--- config.mk ---
export PLATFORM = sky130hd
export DESIGN_NAME = pci_prod
export DESIGN_NICKNAME = d
export VERILOG_FILES = /design/src/rtl/pci_pkg.sv /design/src/rtl/pci_prod.sv
export SDC_FILE = /design/constraint.sdc
export NUM_CORES = 2
export LEC_CHECK = 0
export ABC_AREA = 1
export ABC_CLOCK_PERIOD_IN_PS = 19400
export BUFFER_PORTS_ARGS = -buffer_cell sky130_fd_sc_hd__buf_2
export CORE_ASPECT_RATIO = 1.5
export CORE_MARGIN = 10
export CORE_UTILIZATION = 43
export DETAILED_ROUTE_END_ITERATION = 10
export SLEW_MARGIN = 20
export SYNTH_ARGS = -nofsm -noshare
export SYNTH_HDL_FRONTEND = slang
export SYNTH_SLANG_ARGS = --single-unit
export TNS_END_PERCENT = 100
--- constraint.sdc ---
create_clock -name clk -period 19.4 [get_ports clk]
set_clock_uncertainty 0.15 [all_clocks]
set_input_delay 3.88 -clock clk [delete_from_list [all_inputs] [get_ports clk]]
set_output_delay 3.88 -clock clk [all_outputs]
set_load 0.01 [all_outputs]
--- src/rtl/pci_pkg.sv ---
// Package with the stage types and fixed-point cut tables of the photon classifier.
package pci_pkg;

  localparam int NUM_LVL = 3;
  localparam int LVL_LOOSE = 0;
  localparam int LVL_MEDIUM = 1;
  localparam int LVL_TIGHT = 2;

  localparam int REG_BARREL = 0;
  localparam int REG_ENDCAP = 1;

  // Width of every isolation limit: iso values sit 40 bits up, sums stay below 2^61.
  localparam int LIM_W = 61;

  // Helpers that turn decimal table entries into fixed point at elaboration time.
  function automatic logic [63:0] ceil_hoe(input logic [63:0] x);
    return ((x << 16) + 64'd99999) / 64'd100000;
  endfunction

  function automatic logic [63:0] ceil_sie(input logic [63:0] x);
    return ((x << 20) + 64'd99999) / 64'd100000;
  endfunction

  function automatic logic [63:0] rnd_milli_e(input logic [63:0] x);
    return (((x * 64'd64) << 40) + 64'd500) / 64'd1000;
  endfunction

  function automatic logic [63:0] rnd_micro(input logic [63:0] x);
    return ((x << 40) + 64'd500000) / 64'd1000000;
  endfunction

  function automatic logic [63:0] rnd_e8(input logic [63:0] x);
    return ((x << 34) + 64'd50000000) / 64'd100000000;
  endfunction

  localparam logic [13:0] ETA_SPLIT = 14'(((64'd1479 << 12) + 64'd999) / 64'd1000);
  localparam logic [13:0] ETA_MAX = 14'(((64'd25 << 12) + 64'd9) / 64'd10);

  // Tables are [region][level].
  localparam logic [19:0] HOE_TAB [2][NUM_LVL] = '{
    '{20'(ceil_hoe(64'd4596)), 20'(ceil_hoe(64'd2197)), 20'(ceil_hoe(64'd2148))},
    '{20'(ceil_hoe(64'd5900)), 20'(ceil_hoe(64'd3260)), 20'(ceil_hoe(64'd3210))}
  };

  localparam logic [15:0] SIE_TAB [2][NUM_LVL] = '{
    '{16'(ceil_sie(64'd1060)), 16'(ceil_sie(64'd1015)), 16'(ceil_sie(64'd996))},
    '{16'(ceil_sie(64'd2720)), 16'(ceil_sie(64'd2720)), 16'(ceil_sie(64'd2710))}
  };

  localparam logic [LIM_W-1:0] CH1_TAB [2][NUM_LVL] = '{
    '{LIM_W'(rnd_milli_e(64'd1694)), LIM_W'(rnd_milli_e(64'd1141)),
      LIM_W'(rnd_milli_e(64'd650))},
    '{LIM_W'(rnd_milli_e(64'd2089)), LIM_W'(rnd_milli_e(64'd1051)),
      LIM_W'(rnd_milli_e(64'd517))}
  };

  localparam logic [LIM_W-1:0] NH1_TAB [2][NUM_LVL] = '{
    '{LIM_W'(rnd_milli_e(64'd24032)), LIM_W'(rnd_milli_e(64'd1189)),
      LIM_W'(rnd_milli_e(64'd317))},
    '{LIM_W'(rnd_milli_e(64'd19722)), LIM_W'(rnd_milli_e(64'd2718)),
      LIM_W'(rnd_milli_e(64'd2716))}
  };

  localparam logic [LIM_W-1:0] PH1_TAB [2][NUM_LVL] = '{
    '{LIM_W'(rnd_milli_e(64'd2876)), LIM_W'(rnd_milli_e(64'd2080)),
      LIM_W'(rnd_milli_e(64'd2044))},
    '{LIM_W'(rnd_milli_e(64'd4162)), LIM_W'(rnd_milli_e(64'd3867)),
      LIM_W'(rnd_milli_e(64'd3032))}
  };

  // Et slopes and the Et-squared coefficient depend on the region only.
  localparam logic [33:0] NH2_TAB [2] = '{34'(rnd_micro(64'd15120)), 34'(rnd_micro(64'd11700))};
  localparam logic [33:0] PH2_TAB [2] = '{34'(rnd_micro(64'd4017)), 34'(rnd_micro(64'd3700))};
  localparam logic [18:0] NH3_TAB [2] = '{19'(rnd_e8(64'd2259)), 19'(rnd_e8(64'd2300))};

  typedef struct packed {
    logic               region;
    logic [NUM_LVL-1:0] ok;
    logic [39:0]        et_sq;
    logic [28:0]        ach_rho;
    logic [28:0]        anh_rho;
    logic [28:0]        aph_rho;
    logic [53:0]        nh2_et;
    logic [53:0]        ph2_et;
    logic [19:0]        chi;
    logic [19:0]        nhi;
    logic [19:0]        phi;
  } s1_t;

  typedef struct packed {
    logic               region;
    logic [NUM_LVL-1:0] ok;
    logic [38:0]        p_lo;
    logic [38:0]        p_hi;
    logic [54:0]        nhs;
    logic [54:0]        phs;
    logic [19:0]        nhi;
    logic [19:0]        phi;
  } s2_t;

  typedef struct packed {
    logic               region;
    logic [NUM_LVL-1:0] ok;
    logic [59:0]        nhs;
    logic [19:0]        nhi;
  } s3_t;

endpackage

--- src/rtl/pci_prod.sv ---
// First stage: region, acceptance, H/E and width cuts, and the input products.
module pci_prod import pci_pkg::*; (
  input  logic        clk,
  input  logic        rst,
  input  logic        in_valid,
  output logic        in_ready,
  input  logic [19:0] et,
  input  logic [13:0] abs_sc_eta,
  input  logic [19:0] h_over_e,
  input  logic [15:0] sigma_ieta_ieta,
  input  logic [19:0] charged_iso,
  input  logic [19:0] neutral_iso,
  input  logic [19:0] photon_iso_sum,
  input  logic [12:0] rho,
  input  logic [15:0] area_charged,
  input  logic [15:0] area_neutral,
  input  logic [15:0] area_photon,
  output logic        s1_valid,
  input  logic        s1_ready,
  output s1_t         s1
);

  logic en;
  logic in_acc;
  s1_t  s1_next;

  assign en = !s1_valid || s1_ready;
  assign in_ready = en;
  assign in_acc = abs_sc_eta < ETA_MAX;

  always_comb begin
    s1_next.region = (abs_sc_eta >= ETA_SPLIT);
    for (int l = 0; l < NUM_LVL; l++) begin
      s1_next.ok[l] = in_acc && (h_over_e < HOE_TAB[s1_next.region][l]) &&
                      (sigma_ieta_ieta < SIE_TAB[s1_next.region][l]);
    end
    s1_next.et_sq   = 40'(et) * 40'(et);
    s1_next.ach_rho = 29'(area_charged) * 29'(rho);
    s1_next.anh_rho = 29'(area_neutral) * 29'(rho);
    s1_next.aph_rho = 29'(area_photon) * 29'(rho);
    s1_next.nh2_et  = 54'(NH2_TAB[s1_next.region]) * 54'(et);
    s1_next.ph2_et  = 54'(PH2_TAB[s1_next.region]) * 54'(et);
    s1_next.chi     = charged_iso;
    s1_next.nhi     = neutral_iso;
    s1_next.phi     = photon_iso_sum;
  end

  always_ff @(posedge clk) begin
    if (rst) begin
      s1_valid <= 1'b0;
    end else if (en) begin
      s1_valid <= in_valid;
    end
  end

  always_ff @(posedge clk) begin
    if (en && in_valid) begin
      s1 <= s1_next;
    end
  end

endmodule

# Word level (Yosys, flattened, before mapping)
# Index checks and enable logic that the tools add are counted.
# Widths: inputs -> output; s select.
[classes]
bitwise = 1
magnitude_cmp = 9
multipliers = 6
reduce_logical = 9
n_mux = 12
[op_table]
columns = ["operator", "n"]
rows = [
  ["$mux 34", 4],
  ["$mux 60", 2],
  ["$mul 34x20->54", 2],
  ["$mux 48", 2],
  ["$mul 16x13->29", 3],
  ["$mux 33", 2],
  ["$lt 20x20->1", 3],
  ["$mux 51", 1],
  ["$lt 16x16->1", 3],
  ["$mux 47", 1],
  ["$mul 20x20->40", 1],
  ["$ge 14x13->1 const B", 1],
  ["$lt 14x14->1 const B", 1],
  ["$logic_and 1x1->1", 7],
  ["$ge 2x2->1 const B", 1],
  ["$not 1->2", 1],
  ["$logic_not 1->1", 1],
  ["$logic_or 1x1->1", 1],
]
[word_totals]
in_bits = 195
out_inout_bits = 301
ff_bits = 300

# Longest topological paths before layout
[logic_depth]
depth_word = 8
depth_mapped = 41
depth_no_buf = 40

# Worst setup path after synthesis
# Ideal clock, no wire load.
[synth_path]
path_kind = "input -> register"
from = "input port in_valid"
to = "register s1[0] in the netlist's numbering (enable)"
t_arrival_ns = 18.156
required_time_ns = 18.196
path_stages = 2
n_path_buf = 0
slack_ns = 0.040
cell_sequence = "inv_1 a21oi_1"
[synth_between]
elab_chain_cells = 1
[synth_rtl]
columns = ["item", "line", "rtl"]
rows = [
  ["from (decl)", "pci_prod.sv:5", "input logic in_valid,"],
  ["$logic_and 1x1->1", "pci_prod.sv:57", "if (en && in_valid) begin"],
  ["to (signal assigned)", "pci_prod.sv:58", "s1 <= s1_next;"],
  ["to (decl)", "pci_prod.sv:20", "output s1_t s1"],
]
# No other way between the ends.
# A chain may end at the register's enable or synchronous reset.

==> impl_metrics.tcl <==
set metrics [dict create \
    syn_area_per_cell_sq_um 8.63 \
    antenna_found_initial 11 \
    synth-async-reset-ratio_pct 0 \
    routedWlPerCell_um 22.1 \
    reg2reg_slack_ns 15.55 \
    setup_ws_ns 6.83 \
    rr_endpoint "s1[87]" \
    final_cells 11400 \
    rsz0062_at_grt "false" \
    grtUsageTotal_pct 26.5 \
    num_rows 187 \
    ys_seq_area_share_pct 11.9 \
    nets 11700 \
    rr_worst_depth 4 \
    post-place-ws_ns 6.34 \
    port_buffers 493 \
    critPathMaxFanout 17 \
    die_w_um 361 \
    cts.htree.levels 2 \
    holdWs_ns 0.400 \
    arrival_ns 12.78 \
    path_common_cell "fa_1" \
    first_pass_iters 5 \
    yosys.cell_types.count 52 \
    clk_latency_ns 0.60 \
    cts.clk_slew.worst_paths_ns 0.07 \
    cp_data_required_time_ns 19.60 \
    worst_path_largest_cell_delay_ns 0.82 \
    cts_made_buffers 35 \
    grt_pass1_vias 63300 \
    period_share_pct 64.8 \
    synth_top_cell_by_area "fa_1" \
    clkSinkCount 298 \
    dieArea_sq_um 192000 \
    drt_iter0_markers 3512 \
    final_common_cell "inv_1" \
    route.met2.wl_um 131000 \
    maxSlewHeadroom_pct 17.1 \
    timing.rr.start "s1_valid" \
    ctsResizeCount 0 \
    worstMarginPinSlew_ns 1.24 \
    top_layer "met5" \
    outcome "finished clean" \
    syn_inst 8695 \
    finalHoldViolCount 0 \
    cts_setup_buffers 0 \
    yosysTopAreaCellShare_pct 40.2 \
    wl_um 253000 \
    overflow 0 \
    synth-edff-count 297 \
    grt_max_degree 65 \
    yosys_warnings 0 \
    tritoncts "yes" \
    cp-start-kind "primary input" \
    die_h_um 532 \
    critical_path_class "primary input to flop" \
    drc 0 \
    final-setup-viol-count 0 \
    start_util_pct 43.3 \
    wl_met3_um 14100 \
    layout_common_cells "2,650 x inv_1, 1,783 x nand2_1, 1,506 x fa_1, 858 x ha_1, 493 x buf_2" \
    hp-class "flop to flop" \
    drive_gt1_share_pct 7.43 \
    finalSetupTns_ns 0 \
    period_needed_ns 12.57 \
    place_congestion 1.05 \
    area.growth.synth_to_final_pct 8.46 \
    syn_area_sq_um 75000 \
    root_buffer "clkbuf_16" \
    core_sq_um 173000 \
    end_kind "flop" \
    holdBufCountCts 0 \
    synthFlopType "edfxtp_1" \
    io_pins 496 \
    drv_slew 0 \
    whs_endpoint "s1_valid" \
    antenna_left 0 \
    hp-start "s1_valid" \
    vias_per_cell 5.03 \
    dp.cells 11400 \
    grt_first_pass_wirelength_um 384000 \
    num_vias 57600 \
    fmax_ghz 0.0795 \
    ys_seq_elements 298 \
    clockBufferDepth 3 \
    hold_depth 2 \
    dp_hpwl_um 217000 \
    cap_violations 0 \
    netlist_top_cells_area "fa_1 40%, ha_1 14%, inv_1 13%" \
    slowest_stage "fa_1" \
    wl_met1_um 89900 \
]
sequential cells by signal, summed over array words and instances (netlist names):
signal	cells
s1	297
s1_valid	1
metal layers:
metal | up-vias | track usage, %
met5 | - | 0
met4 | 4 | 15.6
li1 | 26400 | -
met3 | 558 | 3.75
met2 | 1852 | 48.6
met1 | 28800 | 28.8
stage by stage:
step                cell area [sq um]  utilization, %
CTS                             81300            46.9
global route                    81300            46.9
floorplan                       75100               -
detailed placement              80200            46.3
global placement                80200            46.3
finish                          81400            46.9
area by class of cell:
cell class / instances / area, sq um
clock inverter: 22 / 174
clock buffer: 39 / 891
antenna: 12 / 30.0
fill: 17200 / 92000
tap: 2268 / 2840
inverter: 2658 / 9980
sequential: 298 / 8940
multi-input combinational: 5593 / 55500
timing repair buffer: 558 / 2970
logic make-up (layout without fill, tap and decap cells):
kind of cell               count (synthesis)  count (layout)  share of synthesized area, %
other                                      2              32                        0.0100
adders and majority gates               2364            2364                          54.5
xor gates and xnor gates                 165             165                          1.93
AOI/OAI and AO/OA                        529             529                          3.91
and+or+nand+nor                         2515            2515                          13.5
DFF                                      298             298                          11.9
buffers and inverters                   2822            3277                          14.2
synth_stat cells, types with 2 or more instances:
cell type     n
nor3_2        2
o21bai_1     49
buf_6         4
nor3b_1       3
buf_4         4
ha_1        858
xnor2_1      57
nand2_4       5
nor3b_2       2
o21a_1       13
nor4_1        8
nor2_2       14
conb_1        2
nand4_1      76
fa_1       1506
nand3_2       4
a211oi_1      2
edfxtp_1    297
nand2_2       8
or2_2        10
buf_1        26
nand2_1    1783
or2_1         2
a21oi_1     280
nand3b_1      7
nor3_1       39
nor2_1      383
inv_1      2650
o21ai_2       4
a21boi_0     10
inv_2         6
o21ai_1       6
xor2_1      108
and2_1        2
nand3_1     160
clkbuf_1    130
a21boi_1      2
nor2_4        3
a31oi_1      15
or3_1         2
o21ai_0     129
a21o_1       14
worst max-delay path: cells and delay by family:
kind | cells | cell delay, ns
adders and majority gates | 8 | 4.37
and+or+nand+nor | 10 | 1.99
buffers and inverters | 8 | 1.71
AOI/OAI and AO/OA | 3 | 0.76
how the worst max path moves through the flow:
stage | from | to | cells past startpoint
2_1_floorplan | in_valid | s1[0] | 2
3_3_place_gp | abs_sc_eta[11] | s1[111] | 29
3_5_place_dp | abs_sc_eta[11] | s1[111] | 29
4_1_cts | abs_sc_eta[11] | s1[111] | 29
5_1_grt | abs_sc_eta[13] | s1[111] | 29
6_report | abs_sc_eta[11] | s1[111] | 29
Power is left out: the tool's default activity adds up to more than one toggle a clock period on the data nets, which glitch-free logic cannot reach.
