<file path="src/rtl/pci_pkg.sv">
// Package with the stage types and fixed-point cut tables of the photon classifier.
package pci_pkg;

  localparam int NUM_LVL = 3;
  localparam int LVL_LOOSE = 0;
  localparam int LVL_MEDIUM = 1;
  localparam int LVL_TIGHT = 2;

  localparam int REG_BARREL = 0;
  localparam int REG_ENDCAP = 1;

  // Width of every isolation limit: iso values sit 40 bits up, sums stay below 2^61.
  localparam int LIM_W = 61;

  // Helpers that turn decimal table entries into fixed point at elaboration time.
  function automatic logic [63:0] ceil_hoe(input logic [63:0] x);
    return ((x << 16) + 64'd99999) / 64'd100000;
  endfunction

  function automatic logic [63:0] ceil_sie(input logic [63:0] x);
    return ((x << 20) + 64'd99999) / 64'd100000;
  endfunction

  function automatic logic [63:0] rnd_milli_e(input logic [63:0] x);
    return (((x * 64'd64) << 40) + 64'd500) / 64'd1000;
  endfunction

  function automatic logic [63:0] rnd_micro(input logic [63:0] x);
    return ((x << 40) + 64'd500000) / 64'd1000000;
  endfunction

  function automatic logic [63:0] rnd_e8(input logic [63:0] x);
    return ((x << 34) + 64'd50000000) / 64'd100000000;
  endfunction

  localparam logic [13:0] ETA_SPLIT = 14'(((64'd1479 << 12) + 64'd999) / 64'd1000);
  localparam logic [13:0] ETA_MAX = 14'(((64'd25 << 12) + 64'd9) / 64'd10);

  // Tables are [region][level].
  localparam logic [19:0] HOE_TAB [2][NUM_LVL] = '{
    '{20'(ceil_hoe(64'd4596)), 20'(ceil_hoe(64'd2197)), 20'(ceil_hoe(64'd2148))},
    '{20'(ceil_hoe(64'd5900)), 20'(ceil_hoe(64'd3260)), 20'(ceil_hoe(64'd3210))}
  };

  localparam logic [15:0] SIE_TAB [2][NUM_LVL] = '{
    '{16'(ceil_sie(64'd1060)), 16'(ceil_sie(64'd1015)), 16'(ceil_sie(64'd996))},
    '{16'(ceil_sie(64'd2720)), 16'(ceil_sie(64'd2720)), 16'(ceil_sie(64'd2710))}
  };

  localparam logic [LIM_W-1:0] CH1_TAB [2][NUM_LVL] = '{
    '{LIM_W'(rnd_milli_e(64'd1694)), LIM_W'(rnd_milli_e(64'd1141)),
      LIM_W'(rnd_milli_e(64'd650))},
    '{LIM_W'(rnd_milli_e(64'd2089)), LIM_W'(rnd_milli_e(64'd1051)),
      LIM_W'(rnd_milli_e(64'd517))}
  };

  localparam logic [LIM_W-1:0] NH1_TAB [2][NUM_LVL] = '{
    '{LIM_W'(rnd_milli_e(64'd24032)), LIM_W'(rnd_milli_e(64'd1189)),
      LIM_W'(rnd_milli_e(64'd317))},
    '{LIM_W'(rnd_milli_e(64'd19722)), LIM_W'(rnd_milli_e(64'd2718)),
      LIM_W'(rnd_milli_e(64'd2716))}
  };

  localparam logic [LIM_W-1:0] PH1_TAB [2][NUM_LVL] = '{
    '{LIM_W'(rnd_milli_e(64'd2876)), LIM_W'(rnd_milli_e(64'd2080)),
      LIM_W'(rnd_milli_e(64'd2044))},
    '{LIM_W'(rnd_milli_e(64'd4162)), LIM_W'(rnd_milli_e(64'd3867)),
      LIM_W'(rnd_milli_e(64'd3032))}
  };

  // Et slopes and the Et-squared coefficient depend on the region only.
  localparam logic [33:0] NH2_TAB [2] = '{34'(rnd_micro(64'd15120)), 34'(rnd_micro(64'd11700))};
  localparam logic [33:0] PH2_TAB [2] = '{34'(rnd_micro(64'd4017)), 34'(rnd_micro(64'd3700))};
  localparam logic [18:0] NH3_TAB [2] = '{19'(rnd_e8(64'd2259)), 19'(rnd_e8(64'd2300))};

  typedef struct packed {
    logic               region;
    logic [NUM_LVL-1:0] ok;
    logic [39:0]        et_sq;
    logic [28:0]        ach_rho;
    logic [28:0]        anh_rho;
    logic [28:0]        aph_rho;
    logic [53:0]        nh2_et;
    logic [53:0]        ph2_et;
    logic [19:0]        chi;
    logic [19:0]        nhi;
    logic [19:0]        phi;
  } s1_t;

  typedef struct packed {
    logic               region;
    logic [NUM_LVL-1:0] ok;
    logic [38:0]        p_lo;
    logic [38:0]        p_hi;
    logic [54:0]        nhs;
    logic [54:0]        phs;
    logic [19:0]        nhi;
    logic [19:0]        phi;
  } s2_t;

  typedef struct packed {
    logic               region;
    logic [NUM_LVL-1:0] ok;
    logic [59:0]        nhs;
    logic [19:0]        nhi;
  } s3_t;

endpackage

</file>
<file path="src/rtl/pci_limit.sv">
// Second and third stages: charged and photon isolation cuts, neutral limit build-up.
module pci_limit import pci_pkg::*; (
  input  logic clk,
  input  logic rst,
  input  logic s1_valid,
  output logic s1_ready,
  input  s1_t  s1,
  output logic s3_valid,
  input  logic s3_ready,
  output s3_t  s3
);

  logic        s2_valid;
  s2_t         s2;
  s2_t         s2_next;
  s3_t         s3_next;
  logic        en2;
  logic        en3;
  logic [58:0] nh3_term;

  assign en3 = !s3_valid || s3_ready;
  assign en2 = !s2_valid || en3;
  assign s1_ready = en2;

  // The Et-squared term is split into two 19x20 partial products here.
  always_comb begin
    s2_next.region = s1.region;
    for (int l = 0; l < NUM_LVL; l++) begin
      s2_next.ok[l] = s1.ok[l] && (LIM_W'({s1.chi, 40'b0}) <
                      (CH1_TAB[s1.region][l] + LIM_W'({s1.ach_rho, 24'b0})));
    end
    s2_next.p_lo = 39'(NH3_TAB[s1.region]) * 39'(s1.et_sq[19:0]);
    s2_next.p_hi = 39'(NH3_TAB[s1.region]) * 39'(s1.et_sq[39:20]);
    s2_next.nhs  = 55'({s1.anh_rho, 24'b0}) + 55'(s1.nh2_et);
    s2_next.phs  = 55'({s1.aph_rho, 24'b0}) + 55'(s1.ph2_et);
    s2_next.nhi  = s1.nhi;
    s2_next.phi  = s1.phi;
  end

  always_comb begin
    nh3_term = 59'(s2.p_lo) + {s2.p_hi, 20'b0};
    s3_next.region = s2.region;
    for (int l = 0; l < NUM_LVL; l++) begin
      s3_next.ok[l] = s2.ok[l] && (LIM_W'({s2.phi, 40'b0}) <
                      (PH1_TAB[s2.region][l] + LIM_W'(s2.phs)));
    end
    s3_next.nhs = 60'(s2.nhs) + 60'(nh3_term);
    s3_next.nhi = s2.nhi;
  end

  always_ff @(posedge clk) begin
    if (rst) begin
      s2_valid <= 1'b0;
      s3_valid <= 1'b0;
    end else begin
      if (en2) begin
        s2_valid <= s1_valid;
      end
      if (en3) begin
        s3_valid <= s2_valid;
      end
    end
  end

  always_ff @(posedge clk) begin
    if (en2 && s1_valid) begin
      s2 <= s2_next;
    end
    if (en3 && s2_valid) begin
      s3 <= s3_next;
    end
  end

endmodule

</file>
<file path="config.mk">
export PLATFORM = sky130hd
export DESIGN_NAME = pci_limit
export DESIGN_NICKNAME = d
export VERILOG_FILES = /design/src/rtl/pci_pkg.sv /design/src/rtl/pci_limit.sv
export SDC_FILE = /design/constraint.sdc
export NUM_CORES = 2
export LEC_CHECK = 0
export ABC_AREA = 1
export BUFFER_PORTS_ARGS = -buffer_cell sky130_fd_sc_hd__buf_2
export CORE_UTILIZATION = 45
export CTS_BUF_LIST = sky130_fd_sc_hd__clkbuf_4 sky130_fd_sc_hd__clkbuf_8 sky130_fd_sc_hd__clkbuf_16
export DETAILED_ROUTE_END_ITERATION = 6
export GPL_TIMING_DRIVEN = 1
export SLEW_MARGIN = 20
export SYNTH_ARGS = -nofsm -noshare
export SYNTH_HDL_FRONTEND = slang
export SYNTH_SLANG_ARGS = --single-unit
</file>
<file path="constraint.sdc">
create_clock -name clk -period 9.5 [get_ports clk]
set_clock_uncertainty 0.1 [all_clocks]
set_input_delay 1.425 -clock clk [delete_from_list [all_inputs] [get_ports clk]]
set_output_delay 1.425 -clock clk [all_outputs]
set_load 0.005 [all_outputs]
</file>
# == After elaboration in Yosys (flattened, before gate mapping) ==
# Index checks and enable logic that the tools add are counted.
# totals
wordCells,57
output_inout_bits,86
ff_bits,318
in_bits,303
# op_classes
n_reduce_logical,12
n_bitwise,2
n_mux,9
n_lt_le_gt_ge,8
n_addsub,10
mul,2
# op_table
cell,count
$mux 183,4
$lt 60x61->1,6
$add 61x53->61,3
$add 61x55->61,3
$mux 171,1
$mux 170,1
$add 53x54->55,2
$mul 19x20->39,2
$add 55x59->60,1
$add 39x59->59,1
$mux 19,2
$mux 18,1
$logic_and 1x1->1,8
$ge 2x2->1 const B,2
$not 1->2,2
$logic_not 1->1,2
$logic_or 1x1->1,2

# == Logic depth before layout (Yosys ltp) ==
# logic_depth
word_depth,7
mapped_depth,33
ltp_nobuf,33

# == Least setup slack after synthesis ==
# No wires, ideal clock.
# synth_path
kind,in2reg
from,in s1[298] (netlist name)
to,"reg s2[188] (netlist name), data pin"
setup_time_ps,261
required_ps,9139
stages,26
path_slack_ps,1915
n_path_buf,3
arrival_ps,7224
cell_sequence,buf_2 -> buf_1 -> buf_1 -> nor2_1 -> inv_1 -> fa_1 -> inv_1 -> fa_1 -> fa_1 -> fa_1 -> fa_1 -> inv_1 -> fa_1 -> inv_1 -> ha_1 -> nand2_1 -> nand2_1 -> a31oi_1 -> o21ai_0 -> a221oi_1 -> nand2_1 -> nand2_1 -> nand2_1 -> nand2_1 -> nand2_1 -> xor2_1
# synth_lines
item,line,rtl
"start, declared",pci_limit.sv:7,"input s1_t s1,"
"end signal, assigned",pci_limit.sv:67,s2 <= s2_next;
"end, declared",pci_limit.sv:14,s2_t s2;

==> metrics <==
# Max-Cap Violations=0; Core Region=0.1090 mm^2; post-detail-place hpwl=138.5 mm; drt wl/cell=19.36 um; Total GRT Usage=28.44%; Setup Crit Path Kind=input pin to flop; io pins=389; Tightest Pin Transition=approximately 870 ps; Std-Cell Rows=121; Residual DRC=0; Routability Congestion=0.9527; first-pass GRT wire length=243.3 mm; Main synth FF type=edfxtp_1; setup total negative slack=0 ps; CTS Hold Buffers Added=0; ys async rst share=0%; number of synthesized flops with an enable pin=316; initial antenna violation count=6; cts bufs inserted=42; register area share after synthesis=between 10% and 20%; Crit Path Max Fanout=59; via count=42960; r2r startpoint=s2[231]; top cell family by delay on the critical path=adder cells; worst-path cell chain=buf_4 -> buf_4 -> nor2_1 -> inv_1 -> fa_1 -> inv_1 -> fa_1 -> fa_1 -> inv_1 -> fa_1 -> inv_1 -> fa_1 -> inv_1 -> fa_1 -> inv_1 -> ha_1 -> a21oi_1 -> o21ai_0 -> o21bai_1 -> a21boi_1 -> o21ai_0 -> nand2_1 -> o21ai_1 -> xor2_1; CP startpoint kind=input pin; die height=333.6 um; Critical Path End=s2[220]; GR Layer Usage met2=roughly 50%; post-route minimum period=7701 ps; setup violators final=0; clock latency on the worst-skew pair=slightly above 600 ps; max-slew violations=0; Synth-to-Final Area Change=10.20%; Total Nets Final=8147; initial drt markers=2863; DR vias/cell=5.220; CTS max path bufs=3; CP peak stage delay=between 500 and 600 ps; Clock Pin Slew Worst Setup and Hold Paths=70 ps; Max stage delay cell, worst path=fa_1; Worst Path Arrival=7950 ps; synthesized area=0.04949 mm^2; global routing usage on met1=between 30% and 40%; WP depth=24; htree depth=2; outcome=finished, final reports clean; layout cells sized above 1=8.760%; die width=333.6 um; HP Class=flop to flop; CP Capture Type=flop; pin count of the biggest net entering global routing=130; Root Buffer=clkbuf_16; GRT met3 Usage=2.384%; post-CTS setup buffer count=0; Final Hold Viols=0; CTS tree=done; DRT antenna net count=0; PortBufs=388; Die ar.=0.1113 mm^2; CTS Sinks=318; Critical Path Start=s1[298]; filler instances=around 11000; #FFs+latches synth=318; Avg Synthesized Cell Area=7.799 um^2; drt total wl=159.3 mm; Starting Density=45.41%; Syn Inst Count=6346; flop2flop setup slack=about 2800 ps; Buf/Inv on CP=8; gr busiest metal=met2; vias in the first global route=43330; period utilization=81.07%; post-synthesis cell type count=between 60 and 70; grt total ovfl=0; Post-CTS Resized=0; WP data required=9750 ps; synth warn=0; fmax=approximately 130 MHz; First-pass DRT Iterations=6; RSZ-0062 raised after global routing=no; Max-slew headroom=about 40%; R2R cell count=28; worst r2r dst=s3[82]
==> sequential cells by signal, summed over array words and instances, names as in the netlist <==
| register | count |
|---|---|
| s2 | 232 |
| s3 | 84 |
| s2_valid | 1 |
| s3_valid | 1 |
==> cell families after synthesis <==
family | share of synthesized area (%)
adders and majority gates | 34.34
AOI/OAI and AO/OA | 9.579
other | 0.01517
DFF | 19.25
and+or+nand+nor | 21.04
xor gates and xnor gates | 5.150
buffers and inverters | 10.63
==> per-layer routing <==
metal,up-vias,part of all wire [%]
met5,-,0.026
met3,189,4.5
met4,6,2.6
li1,21160,-
met2,1112,49
met1,20490,44
==> how the worst min path moves through the flow <==
stage           start      to  depth (start not counted)
2_1_floorplan  s2[20]   s3[0]                          0
3_3_place_gp   s2[24]   s3[4]                          0
3_5_place_dp   s2[35]  s3[15]                          0
4_1_cts        s2[23]   s3[3]                          0
5_1_grt        s2[20]   s3[0]                          0
6_report       s2[23]   s3[3]                          0
==> synthesized netlist by cell type (12+ instances only) <==
cell      instances  area, um^2
xor2_1          213        1866
a21oi_1         382        1912
o21ai_1          27       135.1
a21o_1           28       210.2
a31oi_1          51       319.1
nand3_1         267        1336
inv_2            16       60.06
inv_1          1285        4823
o21bai_1         31       232.7
nand2_1        1353        5079
fa_1            497        9950
nand2_2          22       137.6
o21a_1           24       180.2
nor2_1          604        2267
buf_2            16       80.08
a21oi_2          16       140.1
nand4_1          81       506.7
o21ai_0         174       870.8
edfxtp_1        316        9489
ha_1            563        7044
xnor2_1          78       683.2
nor4_1           28       175.2
a221oi_1         12       105.1
nor2_2           12       75.07
nor3_1           76       380.4
==> final cells by class <==
cell class | instances | area, um^2 | area share, %
multi-input cells | 4706 | 34860 | 63.91
flip-flops and latches | 318 | 9529 | 17.47
inverters | 1311 | 4956 | 9.087
repair buffers | 405 | 2085 | 3.822
well taps | 1414 | 1769 | 3.244
clock buffers | 49 | 1104 | 2.023
clock inverters | 26 | 239.0 | 0.4382
diodes | 1 | 2.502 | 0.004588
==> per-stage QoR <==
step / hold WS (ps) / setup WS (ps) / area (um^2) / util (%) / std cells
final: 316.5 / 1799 / 54540 / 50.04 / 8230
after floorplan: 300.3 / 1915 / 49640 / - / 6384
after detailed placement: 304.5 / 1348 / 53200 / 48.80 / 8154
after CTS: 316.9 / 1984 / 54540 / 50.03 / 8229
after global routing: 319.9 / 1541 / 54540 / 50.03 / 8229
after global placement: 301.3 / 1430 / 53200 / 48.80 / 8154
==> layout by cell type, fill, tap and decap left out, drive strengths merged, types with 8 or more instances in the layout <==
cell type / netlist / final
o21bai: 32 / 32
a31oi: 51 / 51
a211oi: 8 / 8
buf: 45 / 405
a21o: 28 / 28
o21a: 24 / 24
nor4: 28 / 28
nand3: 277 / 277
nor3: 84 / 84
clkbuf: 4 / 49
a221oi: 12 / 12
conb: 2 / 40
fa: 497 / 497
inv: 1309 / 1313
nand4: 81 / 81
xnor2: 78 / 78
edfxtp: 316 / 316
nand2: 1379 / 1379
o21ai: 210 / 210
ha: 563 / 563
clkinv: 2 / 19
nor2: 621 / 621
o211ai: 10 / 10
xor2: 213 / 213
o31ai: 9 / 9
a21oi: 399 / 399
a21boi: 20 / 20
Power is left out: the tool's default activity adds up to more than one toggle a clock period on the data nets, which glitch-free logic cannot reach.
