**src/rtl/pci_pkg.sv**
```systemverilog
// Package with the stage types and fixed-point cut tables of the photon classifier.
package pci_pkg;

  localparam int NUM_LVL = 3;
  localparam int LVL_LOOSE = 0;
  localparam int LVL_MEDIUM = 1;
  localparam int LVL_TIGHT = 2;

  localparam int REG_BARREL = 0;
  localparam int REG_ENDCAP = 1;

  // Width of every isolation limit: iso values sit 40 bits up, sums stay below 2^61.
  localparam int LIM_W = 61;

  // Helpers that turn decimal table entries into fixed point at elaboration time.
  function automatic logic [63:0] ceil_hoe(input logic [63:0] x);
    return ((x << 16) + 64'd99999) / 64'd100000;
  endfunction

  function automatic logic [63:0] ceil_sie(input logic [63:0] x);
    return ((x << 20) + 64'd99999) / 64'd100000;
  endfunction

  function automatic logic [63:0] rnd_milli_e(input logic [63:0] x);
    return (((x * 64'd64) << 40) + 64'd500) / 64'd1000;
  endfunction

  function automatic logic [63:0] rnd_micro(input logic [63:0] x);
    return ((x << 40) + 64'd500000) / 64'd1000000;
  endfunction

  function automatic logic [63:0] rnd_e8(input logic [63:0] x);
    return ((x << 34) + 64'd50000000) / 64'd100000000;
  endfunction

  localparam logic [13:0] ETA_SPLIT = 14'(((64'd1479 << 12) + 64'd999) / 64'd1000);
  localparam logic [13:0] ETA_MAX = 14'(((64'd25 << 12) + 64'd9) / 64'd10);

  // Tables are [region][level].
  localparam logic [19:0] HOE_TAB [2][NUM_LVL] = '{
    '{20'(ceil_hoe(64'd4596)), 20'(ceil_hoe(64'd2197)), 20'(ceil_hoe(64'd2148))},
    '{20'(ceil_hoe(64'd5900)), 20'(ceil_hoe(64'd3260)), 20'(ceil_hoe(64'd3210))}
  };

  localparam logic [15:0] SIE_TAB [2][NUM_LVL] = '{
    '{16'(ceil_sie(64'd1060)), 16'(ceil_sie(64'd1015)), 16'(ceil_sie(64'd996))},
    '{16'(ceil_sie(64'd2720)), 16'(ceil_sie(64'd2720)), 16'(ceil_sie(64'd2710))}
  };

  localparam logic [LIM_W-1:0] CH1_TAB [2][NUM_LVL] = '{
    '{LIM_W'(rnd_milli_e(64'd1694)), LIM_W'(rnd_milli_e(64'd1141)),
      LIM_W'(rnd_milli_e(64'd650))},
    '{LIM_W'(rnd_milli_e(64'd2089)), LIM_W'(rnd_milli_e(64'd1051)),
      LIM_W'(rnd_milli_e(64'd517))}
  };

  localparam logic [LIM_W-1:0] NH1_TAB [2][NUM_LVL] = '{
    '{LIM_W'(rnd_milli_e(64'd24032)), LIM_W'(rnd_milli_e(64'd1189)),
      LIM_W'(rnd_milli_e(64'd317))},
    '{LIM_W'(rnd_milli_e(64'd19722)), LIM_W'(rnd_milli_e(64'd2718)),
      LIM_W'(rnd_milli_e(64'd2716))}
  };

  localparam logic [LIM_W-1:0] PH1_TAB [2][NUM_LVL] = '{
    '{LIM_W'(rnd_milli_e(64'd2876)), LIM_W'(rnd_milli_e(64'd2080)),
      LIM_W'(rnd_milli_e(64'd2044))},
    '{LIM_W'(rnd_milli_e(64'd4162)), LIM_W'(rnd_milli_e(64'd3867)),
      LIM_W'(rnd_milli_e(64'd3032))}
  };

  // Et slopes and the Et-squared coefficient depend on the region only.
  localparam logic [33:0] NH2_TAB [2] = '{34'(rnd_micro(64'd15120)), 34'(rnd_micro(64'd11700))};
  localparam logic [33:0] PH2_TAB [2] = '{34'(rnd_micro(64'd4017)), 34'(rnd_micro(64'd3700))};
  localparam logic [18:0] NH3_TAB [2] = '{19'(rnd_e8(64'd2259)), 19'(rnd_e8(64'd2300))};

  typedef struct packed {
    logic               region;
    logic [NUM_LVL-1:0] ok;
    logic [39:0]        et_sq;
    logic [28:0]        ach_rho;
    logic [28:0]        anh_rho;
    logic [28:0]        aph_rho;
    logic [53:0]        nh2_et;
    logic [53:0]        ph2_et;
    logic [19:0]        chi;
    logic [19:0]        nhi;
    logic [19:0]        phi;
  } s1_t;

  typedef struct packed {
    logic               region;
    logic [NUM_LVL-1:0] ok;
    logic [38:0]        p_lo;
    logic [38:0]        p_hi;
    logic [54:0]        nhs;
    logic [54:0]        phs;
    logic [19:0]        nhi;
    logic [19:0]        phi;
  } s2_t;

  typedef struct packed {
    logic               region;
    logic [NUM_LVL-1:0] ok;
    logic [59:0]        nhs;
    logic [19:0]        nhi;
  } s3_t;

endpackage

```
**src/rtl/pci_decide.sv**
```systemverilog
// Last stage: neutral hadron isolation cut and the registered result.
module pci_decide import pci_pkg::*; (
  input  logic clk,
  input  logic rst,
  input  logic s3_valid,
  output logic s3_ready,
  input  s3_t  s3,
  output logic out_valid,
  input  logic out_ready,
  output logic pass_loose,
  output logic pass_medium,
  output logic pass_tight,
  output logic is_endcap
);

  logic               en;
  logic [NUM_LVL-1:0] pass_next;

  assign en = !out_valid || out_ready;
  assign s3_ready = en;

  always_comb begin
    for (int l = 0; l < NUM_LVL; l++) begin
      pass_next[l] = s3.ok[l] && (LIM_W'({s3.nhi, 40'b0}) <
                     (NH1_TAB[s3.region][l] + LIM_W'(s3.nhs)));
    end
  end

  always_ff @(posedge clk) begin
    if (rst) begin
      out_valid <= 1'b0;
    end else if (en) begin
      out_valid <= s3_valid;
    end
  end

  always_ff @(posedge clk) begin
    if (en && s3_valid) begin
      pass_loose  <= pass_next[LVL_LOOSE];
      pass_medium <= pass_next[LVL_MEDIUM];
      pass_tight  <= pass_next[LVL_TIGHT];
      is_endcap   <= (s3.region == 1'(REG_ENDCAP));
    end
  end

endmodule

```
**config.mk**
```make
export PLATFORM = sky130hd
export DESIGN_NAME = pci_decide
export DESIGN_NICKNAME = d
export VERILOG_FILES = /design/src/rtl/pci_pkg.sv /design/src/rtl/pci_decide.sv
export SDC_FILE = /design/constraint.sdc
export NUM_CORES = 1
export LEC_CHECK = 0
export ABC_AREA = 1
export BUFFER_PORTS_ARGS = -buffer_cell sky130_fd_sc_hd__buf_2
export CAP_MARGIN = 40
export CORE_MARGIN = 1.5
export CORE_UTILIZATION = 40
export CTS_CLUSTER_DIAMETER = 100
export DETAILED_ROUTE_END_ITERATION = 16
export GPL_TIMING_DRIVEN = 1
export PLACE_DENSITY = 0.65
export SLEW_MARGIN = 30
export SYNTH_ARGS = -nofsm -noshare
export SYNTH_HDL_FRONTEND = slang
export SYNTH_SLANG_ARGS = --single-unit
```
**constraint.sdc**
```tcl
create_clock -name clk -period 5.9 [get_ports clk]
set_clock_uncertainty 0.1 [all_clocks]
set_input_delay 1.18 -clock clk [delete_from_list [all_inputs] [get_ports clk]]
set_output_delay 1.18 -clock clk [all_outputs]
set_load 0.02 [all_outputs]
```
# --- Word-level counts from Yosys, hierarchy flattened ---
# Cells that the tools add are included.
word_totals:
  regBits: 5
  latch_bits: 0
  ramBits: 0
  rom_bits: 0
  inputBits: 88
  word_cells: 22
  mem_count: 0
classes:
  add_sub_neg: 3
  mul: 0
  n_div: 0
  n_lt_le_gt_ge: 4
  n_eq_ne: 0
  shifts: 0
  n_mux: 3
  n_bitwise: 1
  reduce_logical: 6
ops:
  columns: ["cell", "count"]
  rows:
  - ["183-bit 2-to-1 mux", 2]
  - ["61-bit by 60-bit adder with 61-bit output", 3]
  - ["60-bit by 61-bit less-than comparator with 1-bit output", 3]
  - ["172-bit 2-to-1 mux", 1]
  - ["1-bit logical AND", 4]
  - ["2-bit >= comparator, second input constant", 1]
  - ["1-bit NOT with 2-bit output", 1]
  - ["1-bit zero test", 1]
  - ["1-bit logical OR", 1]

# --- Depth between registers and ports, before layout ---
# Gate-level depths: netlist (run 1).
logic_depth:
  ltp_word: 7
  ltp_mapped: 30
  ltp_nobuf: 29

# --- Worst setup path after synthesis (run 1) ---
# Ideal clock, no wire load.
synth_path:
  kind: "input -> register"
  startpoint: "in s3[83] in the netlist's numbering"
  endpoint: "reg pass_loose (data pin)"
  arrival_time_ns: 4.287
  required_time_ns: 5.550
  slack_ns: 1.263
  path_stages: 24
  path_buffers: 1
  cell_sequence: "inv_1 ha_1 buf_4 inv_4 nand2_2 nor3_1 nand2_1 nor2_1 nand3_1 nand3_2 a21oi_4 o21bai_4 a21oi_4 xor2_1 ha_1 nand4_1 nor3b_1 nand2_1 inv_1 nand4_1 nor2_1 nor2_1 nand2_1 nor2_1"
synth_via:
  elab_chain_cells: 7
synth_rtl:
  columns: ["item", "line_no", "source"]
  rows:
  - ["start: declaration", "pci_decide.sv:7", "input s3_t s3,"]
  - ["1-bit NOT with 2-bit output (implied by the code)", "pci_decide.sv:25", "(NH1_TAB[s3.region][l] + LIM_W'(s3.nhs)));"]
  - ["172-bit 2-to-1 mux", null, null]
  - ["183-bit 2-to-1 mux (2 in a row)", null, null]
  - ["61-bit by 60-bit adder with 61-bit output", "pci_decide.sv:25", null]
  - ["60-bit by 61-bit less-than comparator with 1-bit output", "pci_decide.sv:24", "pass_next[l] = s3.ok[l] && (LIM_W'({s3.nhi, 40'b0}) <"]
  - ["1-bit logical AND", "pci_decide.sv:24", null]
  - ["via pass_next[0]", "pci_decide.sv:17", "logic [NUM_LVL-1:0] pass_next;"]
  - ["end signal: assignment", "pci_decide.sv:39", "pass_loose <= pass_next[LVL_LOOSE];"]
  - ["end: declaration", "pci_decide.sv:10", "output logic pass_loose,"]
# The timed path passes the listed nets, and every way through them passes these cells. The select of a mux whose other input is x is not followed.
# A chain may end at the register's enable or synchronous reset.

# --- Worst setup path after layout (run 1) ---
layout_path:
  startpoint: "in s3[83] in the netlist's numbering"
  endpoint: "reg pass_medium (data pin)"
layout_via:
  elab_chain_cells: 7
layout_rtl:
  columns: ["item", "line_no", "source"]
  rows:
  - ["1-bit NOT with 2-bit output (implied by the code)", "pci_decide.sv:25", null]
  - ["172-bit 2-to-1 mux", null, null]
  - ["183-bit 2-to-1 mux (2 in a row)", null, null]
  - ["61-bit by 60-bit adder with 61-bit output", "pci_decide.sv:25", null]
  - ["60-bit by 61-bit less-than comparator with 1-bit output", "pci_decide.sv:24", null]
  - ["1-bit logical AND", "pci_decide.sv:24", null]
  - ["via pass_next[1]", "pci_decide.sv:17", null]
  - ["end signal: assignment", "pci_decide.sv:40", "pass_medium <= pass_next[LVL_MEDIUM];"]
  - ["end: declaration", "pci_decide.sv:11", "output logic pass_medium,"]
# The timed path passes the listed nets, and every way through them passes these cells. The select of a mux whose other input is x is not followed.

==> summary.txt, run 1 <==
====================================================================================
Reg clk slew, reported paths                                                 0.03 ns
Die outline height                                                       179 microns
Hold WS                                                                     0.382 ns
Area Overhead vs Synth                                                         7.47%
Via count of the first global-routing pass                                     14900
CP arrival                                                                   5.37 ns
Clk root buf                                                               clkbuf_16
Bufs on Longest Clock Path                                                         2
Crit Path Max Fanout                                                              33
DP HPWL                                                                 50000 microns
Post-synthesis instance area                                            0.0124 sq mm
Antenna-violating nets left                                                        0
Met2 routed wirelength                                                  22600 microns
Library cell occupying the most area in the post-synthesis netlist           nand2_1
Worst Min Path Start                                                       out_valid
Share of the cycle needed by the critical path after routing                   0.912
Fraction of synthesized cell area taken by the top area cell type              0.276
Worst slew pin tran                                                         0.674 ns
Die Area                                                                0.0321 sq mm
Leakage dissipation                                                       0.00757 uW
Most numerous cell in the Yosys netlist                                      nand2_1
Hold Crit Class                                                           reg -> reg
Number of iterations in the first detailed-routing pass                            6
Antenna diode count                                                                0
Yosys reg bits                                                                     5
Synthesis Warnings                                                                 0
Family with the most delay on the worst path                            simple AND/OR/NAND/NOR gates
Number of remaining DRC errors                                                     0
Max cap viols                                                                      0
I/O pins                                                                          94
Worst R2R Start                                                            out_valid
Kind of critical path                                                      in -> reg
Later-pin clock latency in the skew report                                   0.22 ns
Inserted Clock Buffers                                                             3
Global-route usage over all layers                                             0.352
Top cells by count, synth                                               nand2_1, inv_1, nor2_1
Fmax achieved                                                              0.186 GHz
WP buf/inv                                                                         3
Post-DR vias/cell                                                               5.51
Largest net degree at the start of global routing                                 34
Top post-synthesis cells by area                                        nand2_1, ha_1, inv_1
Number of slew-limit violations in the final report                                0
TritonCTS clock tree                                                             yes
Post-cts gate resize count                                                         0
Total Routed Length                                                     57000 microns
# fillers                                                                       3561
Dominant register cell in the synthesized netlist                           edfxtp_1
Post-synthesis instance total                                                   2511
TritonCTS Sinks                                                                    5
First-iteration detailed-routing DRC count                                      1897
Total via count in the routed design                                           16400
Overall power after layout                                                   1450 uW
First-pass GRT wire length                                              85000 microns
Number of synthesized flops with an enable pin                                     4
Wire length on met3                                                     6900 microns
Post-CTS setup buffer count                                                        0
H-Tree Depth                                                                       1
Cell repeated most along the worst path                                      nand2_1
Top metal layer carrying routed signals                                         met4
Peak VDD IR                                                              0.0000588 V
Cell type of the slowest stage on the worst timing path                         ha_1
Sequential cell area                                                       140 sq um
Avg Inst Size Synth                                                       4.95 sq um
Total power density per cell area                                        108 mW/mm^2
Accumulated negative setup slack                                                0 ns
Proportion of synthesized chip area in sequential cells                       0.0113
Cell Rows                                                                         64
Syn nets                                                                        2717
Final setup violation count                                                        0
Origin of the worst setup path                                                s3[83]
Final net count                                                                 2789
Worst Path Required                                                          5.89 ns
Initial antenna violation count                                                    0
Proportion of layout cells with a drive suffix above 1                        0.0840
Critical path's largest stage delay                                          0.61 ns
Final hold vios                                                                    0
Met1 Routed Length                                                      26100 microns
Effective utilization at floorplan                                             0.406
Multi-input gate area in the final layout                               0.0105 sq mm
Horizontal die dimension                                                 179 microns
Core region area                                                        0.0306 sq mm
Unrepaired setup endpoints after global routing                                false
Detail-routed net length per standard cell                              19.2 microns
Share of flip-flops with an asynchronous set or reset after synthesis              0
Yosys cell types                                                                  58
Total of buffers placed on input and output ports                                 93
Total gr overflow                                                                  0
Final min period                                                             5.38 ns
CTS hold repair buffers                                                            0
Run status                                                              finished clean
Setup crit start kind                                                      input pin
Final weighted congestion in routability-driven placement                       1.01
Rel. slew slack                                                                0.546
Kind of end point of the critical path                                          flop
====================================================================================
registers in the layout (all words and copies together) (netlist names):
signal and cells:
out_valid 1, pass_loose 1, is_endcap 1, pass_medium 1, pass_tight 1
kinds of logic (layout without fill, tap and decap cells):
logic type                 Yosys count  after routing  synth area share
adders and majority gates          118            118             0.119
xor gates and xnor gates            90             90            0.0634
AOI/OAI and AO/OA                  254            254             0.123
and+or+nand+nor                   1591           1591             0.538
buffers and inverters              453            524             0.145
DFF                                  5              5            0.0113
metrics by stage:
stage	util	cell area, sq um	worst slack, ns	cells
after CTS	0.437	13400	0.669	2978
after detailed placement	0.434	13300	0.452	2974
after global routing	0.437	13400	0.180	2978
final	0.437	13400	0.520	2978
after global placement	0.434	13300	0.437	2974
after floorplan	-	12400	1.26	2511
power breakdown:
group | switching (uW) | internal (uW) | total (uW)
clock network | 19.6 | 89.3 | 109
registers | 0.711 | 41.6 | 42.3
logic | 900 | 397 | 1300
total | 921 | 527 | 1450
layer usage:
| layer | vias to the layer above | GRT usage |
|---|---|---|
| li1 | 8058 | - |
| met1 | 7501 | 0.510 |
| met2 | 781 | 0.517 |
| met3 | 79 | 0.0863 |
| met4 | 0 | 0.0758 |
| met5 | - | 0 |
cell usage in the layout, fill, tap and decap left out, types with 46 or more instances in the layout:
cell / Yosys / routed
a21oi_1: 132 / 132
buf_2: 22 / 93
ha_1: 118 / 118
inv_1: 389 / 389
nand2_1: 915 / 915
nand3_1: 176 / 176
nand4_1: 57 / 57
nor2_1: 330 / 330
o21ai_0: 46 / 46
xor2_1: 79 / 79
path summary, 6_finish.rpt:
kind | slack, ns | to | cells after the start
min | 0.38 | out_valid | 2
max | 0.52 | pass_medium | 26
max reg2reg | 4.78 | is_endcap | 1
min reg2reg | 0.38 | out_valid | 2
worst min-delay path: stages (launching register included):
cell and delay, ns:
dfxtp_1 0.30, nand2_1 0.07, a21oi_1 0.06
layout make-up:
| class | instances | area share |
|---|---|---|
| Clock buffer | 4 | 0.00590 |
| Multi-Input combinational cell | 2053 | 0.785 |
| Sequential cell | 5 | 0.0105 |
| Tap cell | 396 | 0.0371 |
| Inverter | 410 | 0.116 |
| Timing Repair Buffer | 110 | 0.0463 |
No activity file was read; power rests on OpenSTA's default activity.
==> run 2, diff against run 1 <==
Settings changed: CORE_UTILIZATION 40 to 45, CTS_CLUSTER_SIZE set to 8, PLACE_DENSITY 0.65 to 0.62.
==> summary.txt, run 2 (synthesis results as in run 1) <==
===========================================================================
Via count of the first global-routing pass                            15000
DP HPWL                                                        49900 microns
Max cap viols                                                             0
First-pass GRT wire length                                     84700 microns
Wire length on met3                                            7800 microns
End of the worst register-to-register path                        is_endcap
Met1 Routed Length                                             25900 microns
Worst R2R Start                                                   out_valid
Final net count                                                        2791
Number of remaining DRC errors                                            0
Later-pin clock latency in the skew report                          0.23 ns
Final hold vios                                                           0
Unrepaired setup endpoints after global routing                       false
Final weighted congestion in routability-driven placement              1.09
Run status                                                     finished clean
Reg clk slew, reported paths                                        0.04 ns
Final setup violation count                                               0
Total of buffers placed on input and output ports                        93
Critical path's largest stage delay                                 0.60 ns
Post-cts gate resize count                                                0
Peak VDD IR                                                     0.0000808 V
Top metal layer carrying routed signals                                met4
Effective utilization at floorplan                                    0.460
Family with the most delay on the worst path                   simple AND/OR/NAND/NOR gates
Horizontal die dimension                                        169 microns
Leakage dissipation                                              0.00758 uW
CP arrival                                                          5.80 ns
Fmax achieved                                                     0.172 GHz
Kind of critical path                                             in -> reg
Initial antenna violation count                                           0
Worst reg2reg path depth                                                  1
Hold Crit Class                                                  reg -> reg
WP buf/inv                                                                3
Antenna diode count                                                       0
Worst Min Path Start                                              out_valid
Most frequent cells in the layout                              nand2_1, inv_1, nor2_1
Cell type of the slowest stage on the worst timing path                ha_1
Total power density per cell area                               109 mW/mm^2
Proportion of layout cells with a drive suffix above 1               0.0848
Antenna-violating nets left                                               0
Inserted Clock Buffers                                                    3
First-iteration detailed-routing DRC count                             1888
Rel. slew slack                                                       0.528
Cell Rows                                                                60
Hold EP                                                           out_valid
Hold Path Cell Cnt                                                        2
Setup crit start kind                                             input pin
I/O pins                                                                 94
Met2 routed wirelength                                         21800 microns
TritonCTS Sinks                                                           5
Die outline height                                              169 microns
Global-route usage over all layers                                    0.388
H-Tree Depth                                                              1
Bufs on Longest Clock Path                                                2
Final min period                                                    5.81 ns
Post-DR vias/cell                                                      5.70
Cell repeated most along the worst path                             nand2_1
Hold WS                                                            0.381 ns
Total via count in the routed design                                  16700
Crit Path Max Fanout                                                     23
TritonCTS clock tree                                                    yes
Total gr overflow                                                         0
Core region area                                               0.0270 sq mm
Total Routed Length                                            56800 microns
Post-Route Utilization                                                0.492
Most common cell after layout, fill and taps aside                  nand2_1
Worst slew pin tran                                                0.708 ns
Kind of end point of the critical path                                 flop
Detail-routed net length per standard cell                     19.4 microns
Post-CTS setup buffer count                                               0
Worst Path Required                                                 5.89 ns
Number of slew-limit violations in the final report                       0
Share of the cycle needed by the critical path after routing          0.985
Die Area                                                       0.0286 sq mm
Clk root buf                                                      clkbuf_16
Area Overhead vs Synth                                                7.04%
CTS hold repair buffers                                                   0
Accumulated negative setup slack                                       0 ns
Number of iterations in the first detailed-routing pass                   6
Origin of the worst setup path                                       s3[83]
Largest net degree at the start of global routing                        34
Setup slack on the worst flop-to-flop path                          4.71 ns
===========================================================================
==> run 2: report_power, final <==
part / switching, uW / internal (uW) / leakage (uW) / total (uW)
registers: 0.845 / 41.6 / 0.0000479 / 42.4
clock network: 23.3 / 89.7 / 0.0000382 / 113
logic: 900 / 397 / 0.00749 / 1300
total: 924 / 528 / 0.00758 / 1450
==> run 2: how the worst max path moves through the flow <==
stage | end | slack [ns] | depth (start not counted)
6_report | pass_tight | 0.09 | 26
3_5_place_dp | pass_tight | 0.14 | 24
5_1_grt | pass_tight | 0.005 | 24
2_1_floorplan | pass_loose | 1.26 | 24
4_1_cts | pass_tight | 0.36 | 24
3_3_place_gp | pass_tight | 0.17 | 24
==> run 2: per-stage QoR <==
| step | std cells | total power, uW | setup WS, ns | area [sq um] |
|---|---|---|---|---|
| after floorplan | 2511 | 890 | 1.26 | 12400 |
| after global placement | 2921 | 1280 | 0.174 | 13200 |
| after detailed placement | 2921 | 1280 | 0.136 | 13200 |
| after CTS | 2925 | 1400 | 0.360 | 13300 |
| after global routing | 2925 | 1570 | 0.00485 | 13300 |
| final | 2925 | 1450 | 0.0896 | 13300 |
==> run 2: area by class of cell <==
type | count | area (sq um)
sequential | 5 | 140
multi-input combinational | 2053 | 10500
fill | 3161 | 13700
clock buffer | 4 | 78.8
inverter | 410 | 1540
timing repair buffer | 112 | 633
tap | 341 | 427
==> run 2: metal layers <==
metal | vias to the layer above | global-route usage
met5 | - | 0
met4 | 0 | 0.0843
met3 | 81 | 0.0891
met2 | 999 | 0.550
met1 | 7541 | 0.585
li1 | 8059 | -
==> run 2: worst min-delay path, cell delays in order, from the launching register on <==
cell and delay (ns):
dfxtp_1 0.30, nand2_1 0.07, a21oi_1 0.06
==> run 3, diff against run 2 <==
Settings changed: PLACE_DENSITY 0.62 to 0.64.
Clock period 5.9 ns to 4.85 ns, I/O delays scaled along.
==> summary.txt, run 3 (synthesis results as in run 1) <==
===========================================================================
Share of the cycle needed by the critical path after routing          0.977
Leakage dissipation                                              0.00917 uW
Setup ws final                                                     0.113 ns
Area Overhead vs Synth                                                31.5%
Die outline height                                              169 microns
Critical path's largest stage delay                                 0.33 ns
TritonCTS Sinks                                                           5
Fmax achieved                                                     0.211 GHz
Later-pin clock latency in the skew report                          0.23 ns
Rel. slew slack                                                       0.578
Kind of critical path                                             in -> reg
Global-route usage over all layers                                    0.414
Die Area                                                       0.0286 sq mm
Clk root buf                                                      clkbuf_16
CTS hold repair buffers                                                   0
Detail-routed net length per standard cell                     19.0 microns
I/O pins                                                                 94
Post-DR vias/cell                                                      5.60
Crit Path Max Fanout                                                      9
Multi-input gate area in the final layout                      0.0111 sq mm
Unrepaired setup endpoints after global routing                        true
Kind of end point of the critical path                                 flop
Worst Path Required                                                 4.74 ns
Final min period                                                    4.74 ns
Worst slew pin tran                                                0.630 ns
Antenna-violating nets left                                               0
Most common cell after layout, fill and taps aside                  nand2_1
Number of iterations in the first detailed-routing pass                   6
First-pass GRT wire length                                     90400 microns
Sequential cell area                                              140 sq um
Cell repeated most along the worst path                             nand2_1
Proportion of layout cells with a drive suffix above 1                0.220
First-iteration detailed-routing DRC count                             2176
Total gr overflow                                                         0
H-Tree Depth                                                              1
Final weighted congestion in routability-driven placement              1.10
DP HPWL                                                        53100 microns
Most frequent cells in the layout                              nand2_1, inv_1, buf_4
Max cap viols                                                             0
Largest net degree at the start of global routing                        19
Setup crit start kind                                             input pin
CP arrival                                                          4.62 ns
Cell type of the slowest stage on the worst timing path                ha_1
Total via count in the routed design                                  18100
Hold Crit Class                                                  reg -> reg
Via count of the first global-routing pass                            16300
TritonCTS clock tree                                                    yes
Horizontal die dimension                                        169 microns
Number of slew-limit violations in the final report                       0
# fillers                                                              2869
Reg clk slew, reported paths                                        0.03 ns
Met2 routed wirelength                                         24200 microns
Wire length on met3                                            8810 microns
Top metal layer carrying routed signals                                met4
Total Routed Length                                            61400 microns
Bufs on Longest Clock Path                                                2
Pre-CTS setup slack                                               -0.351 ns
Run status                                                     finished clean
Final hold vios                                                           0
Antenna diode count                                                       0
Accumulated negative setup slack                                       0 ns
Hold WS                                                            0.404 ns
Inserted Clock Buffers                                                    3
Initial antenna violation count                                           0
Final net count                                                        3106
Peak VDD IR                                                      0.000113 V
Setup slack on the worst flop-to-flop path                          3.67 ns
Effective utilization at floorplan                                    0.460
Final setup violation count                                               0
Number of remaining DRC errors                                            0
Met1 Routed Length                                             26700 microns
Total power density per cell area                               133 mW/mm^2
Cell Rows                                                                60
Core region area                                               0.0270 sq mm
Total of buffers placed on input and output ports                        93
===========================================================================
[run 3: cell count changes in the layout (fill, tap and decap cells not counted), sizes merged]
| cell | before | now |
|---|---|---|
| buf | 112 | 425 |
| clkbuf | 4 | 6 |
[run 3: layout make-up]
type	instances	area share
inverters	410	0.0950
multi-input cells	2053	0.679
clock buffers	4	0.00482
well taps	341	0.0261
flip-flops and latches	5	0.00858
repair buffers	427	0.187
[run 3: critical path: cells and delay by family]
kind	cells	cell delay [ns]
adders and majority gates	2	0.64
AOI/OAI and AO/OA	1	0.18
and+or+nand+nor	17	1.75
buffers and inverters	8	0.92
xor gates and xnor gates	1	0.14
[run 3: stage by stage]
stage | cells | util | power [uW] | area (sq um)
6_report | 3240 | 0.605 | 2170 | 16300
5_1_grt | 3240 | 0.605 | 2330 | 16300
4_1_cts | 3228 | 0.577 | 1990 | 15600
3_5_place_dp | 3222 | 0.573 | 1830 | 15500
3_3_place_gp | 3222 | 0.573 | 1820 | 15500
2_1_floorplan | 2511 | - | 1080 | 12400
[run 3: path summary, 6_finish.rpt]
check	start	cells past startpoint	endpoint
setup / recovery	s3[83]	29	pass_tight
hold / removal	out_valid	2	out_valid
setup reg to reg	out_valid	1	pass_tight
hold reg to reg	out_valid	2	out_valid
[run 3: report_power, final]
part,internal [uW],total [uW],switching (uW)
sequential,50.6,51.7,1.10
clock,109,142,32.5
combinational,765,1980,1210
[run 3: per-layer routing]
| metal | GRT usage | vias to the layer above |
|---|---|---|
| li1 | - | 8710 |
| met1 | 0.606 | 8200 |
| met2 | 0.599 | 1120 |
| met3 | 0.0998 | 107 |
| met4 | 0.103 | 0 |
| met5 | 0 | - |
[run 3: timing repair]
item / 4_1_cts / 5_1_grt
resized for setup: 5 / 142
gates cloned: 0 / 1
pin swaps: 3 / 24
endpoints found under the setup margin: 1 / 3
setup buffers: 2 / 11
